--- config.mk ---
export PLATFORM = sky130hd
export DESIGN_NAME = ordered_list_deque_with_search
export DESIGN_NICKNAME = d
export VERILOG_FILES = /design/src/hdl/olds_pkg.sv /design/src/hdl/olds_cell.sv /design/src/hdl/ordered_list_deque_with_search.sv
export SDC_FILE = /design/constraint.sdc
export NUM_CORES = 1
export LEC_CHECK = 0
export BUFFER_PORTS_ARGS = -buffer_cell sky130_fd_sc_hd__buf_4
export CAP_MARGIN = 20
export CORE_MARGIN = 2
export CORE_UTILIZATION = 37
export CTS_CLUSTER_DIAMETER = 50
export DETAILED_ROUTE_END_ITERATION = 7
export GPL_TIMING_DRIVEN = 0
export PLACE_DENSITY = 0.61
export REMOVE_ABC_BUFFERS = 1
export SLEW_MARGIN = 10
export SYNTH_ARGS = -nofsm -noshare
export SYNTH_HDL_FRONTEND = slang
export SYNTH_SLANG_ARGS = --single-unit
--- constraint.sdc ---
create_clock -name clk -period 11.4 [get_ports clk]
set_clock_uncertainty 0.05 [all_clocks]
set_input_delay 1.14 -clock clk [delete_from_list [all_inputs] [get_ports clk]]
set_output_delay 1.14 -clock clk [all_outputs]
set_load 0.1 [all_outputs]
--- src/hdl/olds_pkg.sv ---
// Shared types and codes for the ordered list deque with search.
`timescale 1ns / 1ps

package olds_pkg;

    localparam int VALUE_W = 32;
    localparam int COUNT_W = 5;

    typedef enum logic [1:0] {
        CMD_INS_HEAD = 2'd0,
        CMD_INS_TAIL = 2'd1,
        CMD_REMOVE   = 2'd2,
        CMD_FIND     = 2'd3
    } cmd_t;

    typedef struct packed {
        logic [1:0]                cmd;
        logic signed [VALUE_W-1:0] value;
    } in_item_t;

    typedef struct packed {
        logic               found;
        logic               accepted;
        logic [COUNT_W-1:0] entry_count;
    } out_item_t;

    typedef struct packed {
        logic               ins_head;
        logic               ins_tail;
        logic               remove;
        logic [VALUE_W-1:0] key;
    } ctrl_t;

endpackage

--- src/hdl/olds_cell.sv ---
// One list position: stored value, occupancy bit and match flag.
`timescale 1ns / 1ps

module olds_cell
(
    input  logic                         clk,
    input  logic                         rst_n,
    input  olds_pkg::ctrl_t              ctrl,
    input  logic                         cmp_en,
    input  logic [olds_pkg::VALUE_W-1:0] cmp_key,
    input  logic [olds_pkg::VALUE_W-1:0] left_value,
    input  logic                         left_valid,
    input  logic [olds_pkg::VALUE_W-1:0] right_value,
    input  logic                         right_valid,
    input  logic                         seen_in,
    output logic [olds_pkg::VALUE_W-1:0] value,
    output logic                         valid,
    output logic                         seen_out
);

    logic [olds_pkg::VALUE_W-1:0] value_reg;
    logic [olds_pkg::VALUE_W-1:0] value_next;
    logic                         valid_reg;
    logic                         valid_next;
    logic                         match_reg;
    logic                         match_next;

    assign value    = value_reg;
    assign valid    = valid_reg;
    assign seen_out = seen_in | match_reg;

    always_comb
    begin
        match_next = match_reg;
        if (cmp_en)
        begin
            match_next = valid_reg && (value_reg == cmp_key);
        end
    end

    always_comb
    begin
        value_next = value_reg;
        valid_next = valid_reg;
        if (ctrl.ins_head)
        begin
            value_next = left_value;
            valid_next = left_valid;
        end
        else if (ctrl.ins_tail)
        begin
            if (!valid_reg && left_valid)
            begin
                value_next = ctrl.key;
                valid_next = 1'b1;
            end
        end
        else if (ctrl.remove && seen_out)
        begin
            value_next = right_value;
            valid_next = right_valid;
        end
    end

    always_ff @(posedge clk or negedge rst_n)
    begin
        if (!rst_n)
        begin
            valid_reg <= 1'b0;
            match_reg <= 1'b0;
        end
        else
        begin
            valid_reg <= valid_next;
            match_reg <= match_next;
        end
    end

    always_ff @(posedge clk)
    begin
        value_reg <= value_next;
    end

endmodule

--- src/hdl/ordered_list_deque_with_search.sv ---
// Ordered list deque with search: top level with the chain of list cells.
// A command is taken into the command registers and the match flag of every cell
// is registered; then, once the result register is free, the first-match flag
// ripples along the chain, the cells shift for an insert or remove and the result
// is registered. A new command is stalled until the current one completes. Reset
// clears the occupancy bits, the count and the handshake state; stored values are not cleared.
`timescale 1ns / 1ps

module ordered_list_deque_with_search #(
    parameter int CAPACITY = 16
)
(
    input  logic                clk,
    input  logic                rst_n,
    input  logic                cmd_valid,
    output logic                cmd_stall,
    input  olds_pkg::in_item_t  cmd_item,
    output logic                rsp_valid,
    input  logic                rsp_stall,
    output olds_pkg::out_item_t rsp_item
);

    localparam int CNT_W = $clog2(CAPACITY + 1);

    logic                         busy_reg;
    logic                         busy_next;
    logic [1:0]                   cmd_reg;
    logic [1:0]                   cmd_next;
    logic [olds_pkg::VALUE_W-1:0] key_reg;
    logic [olds_pkg::VALUE_W-1:0] key_next;
    logic [CNT_W-1:0]             count_reg;
    logic [CNT_W-1:0]             count_next;
    logic                         out_valid_reg;
    logic                         out_valid_next;
    olds_pkg::out_item_t          out_reg;
    olds_pkg::out_item_t          out_next;

    logic                         accept;
    logic                         fire;
    logic                         full;
    logic                         found;
    logic                         is_insert;
    logic                         ins_ok;
    olds_pkg::ctrl_t              ctrl;

    logic [olds_pkg::VALUE_W-1:0] cell_value [CAPACITY];
    logic [CAPACITY-1:0]          cell_valid;
    logic [CAPACITY:0]            seen;

    assign cmd_stall = busy_reg;
    assign accept    = cmd_valid && !cmd_stall;
    assign fire      = busy_reg && (!out_valid_reg || !rsp_stall);
    assign full      = cell_valid[CAPACITY-1];
    assign found     = seen[CAPACITY];
    assign seen[0]   = 1'b0;
    assign rsp_valid = out_valid_reg;
    assign rsp_item  = out_reg;

    assign is_insert = (cmd_reg == olds_pkg::CMD_INS_HEAD) ||
                       (cmd_reg == olds_pkg::CMD_INS_TAIL);
    assign ins_ok    = is_insert && !full;

    always_comb
    begin
        ctrl.ins_head = fire && !full && (cmd_reg == olds_pkg::CMD_INS_HEAD);
        ctrl.ins_tail = fire && !full && (cmd_reg == olds_pkg::CMD_INS_TAIL);
        ctrl.remove   = fire && (cmd_reg == olds_pkg::CMD_REMOVE);
        ctrl.key      = key_reg;
    end

    genvar g;
    generate
        for (g = 0; g < CAPACITY; g++)
        begin : g_cell
            logic [olds_pkg::VALUE_W-1:0] lv;
            logic                         lval;
            logic [olds_pkg::VALUE_W-1:0] rv;
            logic                         rval;

            if (g == 0)
            begin : g_first
                assign lv   = key_reg;
                assign lval = 1'b1;
            end
            else
            begin : g_mid
                assign lv   = cell_value[g-1];
                assign lval = cell_valid[g-1];
            end

            if (g == CAPACITY - 1)
            begin : g_last
                assign rv   = cell_value[g];
                assign rval = 1'b0;
            end
            else
            begin : g_inner
                assign rv   = cell_value[g+1];
                assign rval = cell_valid[g+1];
            end

            olds_cell u_cell (
                .clk         (clk),
                .rst_n       (rst_n),
                .ctrl        (ctrl),
                .cmp_en      (accept),
                .cmp_key     (cmd_item.value),
                .left_value  (lv),
                .left_valid  (lval),
                .right_value (rv),
                .right_valid (rval),
                .seen_in     (seen[g]),
                .value       (cell_value[g]),
                .valid       (cell_valid[g]),
                .seen_out    (seen[g+1])
            );
        end
    endgenerate

    always_comb
    begin
        busy_next      = busy_reg;
        cmd_next       = cmd_reg;
        key_next       = key_reg;
        count_next     = count_reg;
        out_valid_next = out_valid_reg;
        out_next       = out_reg;

        if (out_valid_reg && !rsp_stall)
        begin
            out_valid_next = 1'b0;
        end

        if (accept)
        begin
            busy_next = 1'b1;
            cmd_next  = cmd_item.cmd;
            key_next  = cmd_item.value;
        end

        if (fire)
        begin
            busy_next = 1'b0;
            if (ins_ok)
            begin
                count_next = count_reg + CNT_W'(1);
            end
            else if ((cmd_reg == olds_pkg::CMD_REMOVE) && found)
            begin
                count_next = count_reg - CNT_W'(1);
            end
            out_valid_next       = 1'b1;
            out_next.found       = !is_insert && found;
            out_next.accepted    = ins_ok;
            out_next.entry_count = olds_pkg::COUNT_W'(count_next);
        end
    end

    always_ff @(posedge clk or negedge rst_n)
    begin
        if (!rst_n)
        begin
            busy_reg      <= 1'b0;
            count_reg     <= '0;
            out_valid_reg <= 1'b0;
        end
        else
        begin
            busy_reg      <= busy_next;
            count_reg     <= count_next;
            out_valid_reg <= out_valid_next;
        end
    end

    always_ff @(posedge clk)
    begin
        cmd_reg <= cmd_next;
        key_reg <= key_next;
        out_reg <= out_next;
    end

endmodule
==> results of run 1 <==
## routing by layer
metal	track usage	up-vias
met1	0.3780	12650
met4	0.1470	4
li1	-	11560
met5	0	-
met2	0.3839	1732
met3	0.07186	311
## worst max path at each step
stage	start	endpoint	slack (ns)	cells past startpoint
2_1_floorplan	cmd_reg[0]	g_cell[11].u_cell.valid	-0.19	3
3_3_place_gp	cmd_reg[0]	g_cell[11].u_cell.valid	-9.51	3
3_5_place_dp	rsp_stall	g_cell[5].u_cell.value[4]	6.47	9
4_1_cts	rsp_stall	g_cell[5].u_cell.value[4]	7.11	9
5_1_grt	rsp_stall	g_cell[5].u_cell.value[4]	6.92	9
6_report	rsp_stall	g_cell[6].u_cell.value[2]	7.15	9
## cell type report
cell class / instances / area, um^2
flip-flops and latches: 592 / 17580
clock buffers: 91 / 1989
well taps: 1155 / 1445
multi-input cells: 2427 / 13970
repair buffers: 97 / 1469
inverters: 21 / 93.84
fillers: 8395 / 50010
clock inverters: 42 / 466.7
## stage by stage
step	setup TNS [ns]	hold slack (ns)	worst slack, ns	total power (W)	util
4_1_cts	0	0.4448	7.108	0.006461	0.4253
3_5_place_dp	0	0.4329	6.466	0.004066	0.3970
3_3_place_gp	-4047.94	0.4250	-9.514	0.004098	0.3818
6_report	0	0.4441	7.153	0.006489	0.4253
5_1_grt	0	0.4800	6.924	0.006670	0.4253
2_1_floorplan	-0.2204	0.4107	-0.1925	0.003553	-
## worst max-delay path, cell delays in order
cell and delay (ns):
buf_4 0.11, a21bo_2 0.29, inv_1 0.41, nand2_8 0.55, buf_16 0.44, buf_16 0.32, o21ai_4 0.67, buf_16 0.24
buf_16 0.18
## kinds of logic after synthesis
| group | synth area share |
|---|---|
| flops | 0.5388 |
| compound gates | 0.1569 |
| xor+xnor | 0.1396 |
| buf+inv | 0.03919 |
| mux | 0.001572 |
| fa+ha+maj | 0.0007668 |
| simple gates | 0.1232 |
## layout by cell type (no fill, tap or decap), types with 4 or more instances in the layout
| cell | n |
|---|---|
| buf_16 | 34 |
| o21ai_4 | 6 |
| xnor2_1 | 146 |
| dfrtp_1 | 39 |
| nor4_1 | 97 |
| clkinv_4 | 6 |
| nand2_1 | 652 |
| buf_8 | 4 |
| xor2_1 | 374 |
| bufinv_16 | 8 |
| nand3_1 | 10 |
| o211ai_1 | 4 |
| clkbuf_1 | 13 |
| nand4_1 | 67 |
| buf_12 | 4 |
| and2_0 | 32 |
| clkinv_1 | 11 |
| inv_1 | 18 |
| a21oi_1 | 472 |
| clkbuf_16 | 77 |
| o21ai_0 | 465 |
| clkinvlp_4 | 4 |
| mux2i_1 | 4 |
| nor3_1 | 22 |
| clkinv_2 | 7 |
| buf_2 | 8 |
| o22ai_4 | 4 |
| buf_4 | 47 |
| a22o_1 | 16 |
| edfxtp_1 | 553 |
| nor2_1 | 9 |
| inv_6 | 5 |
## power breakdown
group	switching, W	internal, W	leakage [nW]
clock network	0.000994	0.00143	1.19
logic	0.000978	0.000371	6.82
registers	0.000135	0.00258	5.48
total	0.00211	0.00438	13.5
==> flow_summary.json, run 1 <==
{
  "outcome": "complete, no violations",
  "synth_edf_count": 553,
  "viasPerCell": 5.934,
  "syn2layout_area_growth_pct": 13.43,
  "dpl.cell_count": 4291,
  "wl_met3_mm": 15.78,
  "wl_met1_mm": 49.14,
  "dieArea_um2": 90580,
  "reg2reg_depth": 8,
  "synth_warnings": 0,
  "maxCapViolations": 0,
  "drt-initial-drc-count": 4483,
  "synth.most_common_cell": "nand2_1",
  "holdCritStartpoint": "count_reg[4]",
  "rsz0062_at_grt": "no",
  "rows": 108,
  "min-delay-path-class": "flip-flop to flip-flop",
  "rr_endpoint": "g_cell[6].u_cell.value[2]",
  "synth-main-ff-cell": "edfxtp_1",
  "fmax_ghz": 0.2354,
  "min_to": "count_reg[4]",
  "antenna_found_initial": 5,
  "synth_top_area_frac": 0.5089,
  "synth.top_cells.by_area": "edfxtp_1, xor2_1, nand2_1",
  "syn_area_um2": 32630,
  "drv_slew": 0,
  "h-tree-depth": 3,
  "wire_per_inst_um": 28.28,
  "power.density_nw_per_um2": 175.3,
  "r2r-start": "cmd_stall",
  "grt_pass1_vias": 23600,
  "syn_inst": 3315,
  "dpl_cell_area_um2": 34550,
  "end_kind": "flip-flop",
  "ctsLongestPathBuffers": 3,
  "whs_path_depth": 1,
  "first_pass_iters": 8,
  "cts_sinks": 592,
  "worstMarginPinSlew_ns": 1.180,
  "wl_mm": 125.1,
  "ctsHoldBuffers": 0,
  "relSlewSlack": 0.2058,
  "ir_worst_vdd_v": 0.0002188,
  "io_pins": 47,
  "grt_use_total": 0.2716,
  "final.period_utilization": 0.3726,
  "critPathRequiredTime_ns": 11.67,
  "avgSynthCellArea_um2": 9.843,
  "port_buffers": 46,
  "clock_latency_ns": 0.64,
  "grt_pass1_wl_mm": 176.4,
  "start_util": 0.3750,
  "post_cts_buffers": 0,
  "power_leakage_nw": 13.49,
  "synth.distinct_cells": 53,
  "instances_no_fill": 4425,
  "layout-drive-gt1-share": 0.07248,
  "path_max_fanout": 142,
  "hold_violations": 0,
  "gr-total-overflow": 0,
  "die_w_um": 301.0,
  "dr.max_layer_used": "met5",
  "setup_viol_count_final": 0,
  "synth_commonest_cells": "nand2_1, edfxtp_1, a21oi_1",
  "nets": 3254,
  "clkTransAtPathRegs_ns": 0.05,
  "ant_nets": 0,
  "via_count": 26260,
  "period_needed_ns": 4.247,
  "n_antenna_cell": 0,
  "met2WireLength_mm": 52.20,
  "cp-start-kind": "primary input",
  "regToRegSetupSlack_ns": 7.34,
  "arrival_ns": 4.51,
  "critPathKind": "primary input to flip-flop",
  "ys_ff_latch": 592,
  "ys_seq_area_frac": 0.5388,
  "drc": 0,
  "cts_inserted_buffers": 75,
  "cts_resized": 0,
  "cts_root_buf": "clkbuf_16",
  "gp_congestion": 0.9937,
  "die_h_um": 301.0,
  "cts_tree": "done",
  "core_um2": 87020,
  "grt_max_degree": 165,
  "async_flop_share": 0.06588,
  "largest_reg_flops": 512,
  "stdcell_area_um2": 37010,
  "yosysTopAreaCell": "edfxtp_1",
  "hpwl_mm": 89.26
}
Power figures use the tool's default switching activity.
==> run 2, diff against run 1 <==
- PLACE_DENSITY: 0.61 -> 0.62
- clock period: 11.4 -> 3.5 ns (I/O delays scaled with it)
==> run 2 against run 1 <==
Net effect:
- clock power grew to 3.3 times the previous value
- critical path depth down 3
- sequential share of layout area decreased by 0.17 points
- global-route usage is 0.31 points higher
- via count grew 2.3%
- clock-buffer cell count rose by 6
- first-iteration DRC count is 7.2% higher
- cell count rose by 0.45%
- flip-flop and latch count stayed put
- power grew to 3.3 times the previous value
- critical path type is now flip-flop to flip-flop
- highest routed layer unchanged
==> flow_summary.json, run 2 (same netlist as run 1, synthesis figures left out) <==
{
  "outcome": "complete, no violations",
  "gr-total-overflow": 0,
  "crit_top_cell": "buf_16",
  "grt_use_total": 0.2748,
  "critical_path.slowest_cell": "o21ai_4",
  "setup_viol_count_final": 0,
  "power_leakage_nw": 13.57,
  "h-tree-depth": 3,
  "cp.depth": 6,
  "relSlewSlack": 0.2409,
  "worstMarginPinSlew_ns": 1.128,
  "clkTransAtPathRegs_ns": 0.06,
  "cts_inserted_buffers": 77,
  "arrival_ns": 3.65,
  "fmax_ghz": 0.2970,
  "hpwl_mm": 88.94,
  "ctsLongestPathBuffers": 3,
  "slowest_delay_ns": 0.77,
  "critPathTopFamily": "buffers and inverters",
  "rows": 108,
  "viasPerCell": 6.040,
  "grt_pass1_wl_mm": 178.6,
  "first_pass_iters": 6,
  "grtUsageMet1": 0.3794,
  "cts_sinks": 592,
  "wl_mm": 128.8,
  "whs_path_depth": 1,
  "grt_use_met2": 0.3894,
  "via_count": 26850,
  "grt_max_degree": 162,
  "ant_nets": 0,
  "die_w_um": 301.0,
  "stdcell_area_um2": 37150,
  "critPathRequiredTime_ns": 3.78,
  "start_util": 0.3750,
  "worstPathCellList": "buf_16, inv_8, buf_16, a21oi_1, o21ai_4, buf_12",
  "io_pins": 47,
  "period_needed_ns": 3.367,
  "antenna_found_initial": 8,
  "largest_reg_flops": 512,
  "die_h_um": 301.0,
  "drc": 0,
  "maxCapViolations": 0,
  "ir_worst_vdd_v": 0.0007896,
  "reg2reg_depth": 6,
  "cts_tree": "done",
  "cts_root_buf": "clkbuf_16",
  "drt-initial-drc-count": 4808,
  "hold_violations": 0,
  "top_usage_layer": "met2",
  "rsz0062_at_grt": "no",
  "core_um2": 87020,
  "gp_congestion": 1.001,
  "layout_commonest_cell": "nand2_1",
  "grt_pass1_vias": 24160,
  "cp-start-kind": "flip-flop",
  "final.period_utilization": 0.9620,
  "wire_per_inst_um": 28.98,
  "dieArea_um2": 90580,
  "dpl_cell_area_um2": 34460,
  "layout-drive-gt1-share": 0.07575,
  "min-delay-path-class": "primary input to flip-flop",
  "end_kind": "flip-flop",
  "layout_common_cells": "nand2_1, edfxtp_1, a21oi_1",
  "drv_slew": 0,
  "fin_ws_ns": 0.1332,
  "path_max_fanout": 118,
  "port_buffers": 46,
  "nets": 3264,
  "pre_cts_slack_ns": -0.3121,
  "syn2layout_area_growth_pct": 13.84,
  "power.density_nw_per_um2": 576.5,
  "cp.buffers_inverters": 4,
  "critPathKind": "flip-flop to flip-flop",
  "clock_latency_ns": 0.64,
  "use_met3": 0.07258
}
[run 2: changes by cell type in the layout (fill, tap and decap cells not counted), sizes merged]
| cell | before | now |
|---|---|---|
| clkinv | 26 | 31 |
| diode | 0 | 3 |
| bufinv | 8 | 6 |
| buf | 97 | 95 |
| clkbuf | 91 | 99 |
| nand2 | 654 | 657 |
| dlygate4sd3 | 0 | 5 |
[run 2: cell type report]
cell class                      instances  area (um^2)
Clock buffer                           97         2086
Antenna cell                            3        7.507
Sequential cell                       592        17580
Fill cell                            8356        49880
Timing Repair Buffer                  102         1489
Clock inverter                         45        437.9
Multi-Input combinational cell       2430        14000
Inverter                               21        97.59
Tap cell                             1155         1445
[run 2: metrics by stage]
step,TNS [ns],cells,utilization,total power (W),hold WS [ns]
6_report,0,4445,0.4268,0.02141,0.06908
5_1_grt,0,4442,0.4268,0.02196,0.05319
2_1_floorplan,-4551.89,3040,-,0.01157,0.004409
3_5_place_dp,-22.04,4288,0.3960,0.01324,0.3363
3_3_place_gp,-,4241,0.3818,0.01335,0.3343
4_1_cts,0,4440,0.4262,0.02124,0.04570
[run 2: metal layers]
metal	part of all wire	vias up
met4	0.066	10
met3	0.13	306
met2	0.42	1916
met1	0.39	13020
li1	-	11600
met5	0.00053	-
[run 2: power by group]
part,total [W],internal [W],switching [W],leakage [nW]
Sequential,0.00887,0.00841,0.000462,5.48
Clock,0.00805,0.00471,0.00335,1.23
Combinational,0.00449,0.00123,0.00327,6.86
[run 2: worst paths after layout]
check	end	startpoint	slack, ns
hold / removal	g_cell[0].lv[23]	cmd_item[23]	0.07
hold reg to reg	count_reg[4]	count_reg[4]	0.44
max in group asynchronous	g_cell[11].u_cell.match_reg	rst_n	2.79
min in group asynchronous	count_reg[2]	rst_n	0.21
setup reg to reg	g_cell[9].u_cell.value[2]	cmd_reg[0]	0.13
setup / recovery	g_cell[9].u_cell.value[2]	cmd_reg[0]	0.13
[run 2: what timing repair did]
| item | in CTS | in global routing |
|---|---|---|
| hold buffers | 5 | 0 |
| endpoints found under the setup margin | 116 | 13 |
| pin swaps | 2 | 0 |
| buffers inserted | 2 | 0 |
| gates resized for setup | 1 | 0 |
| hold endpoints to repair | 43 | 0 |
| gates cloned | 3 | 2 |
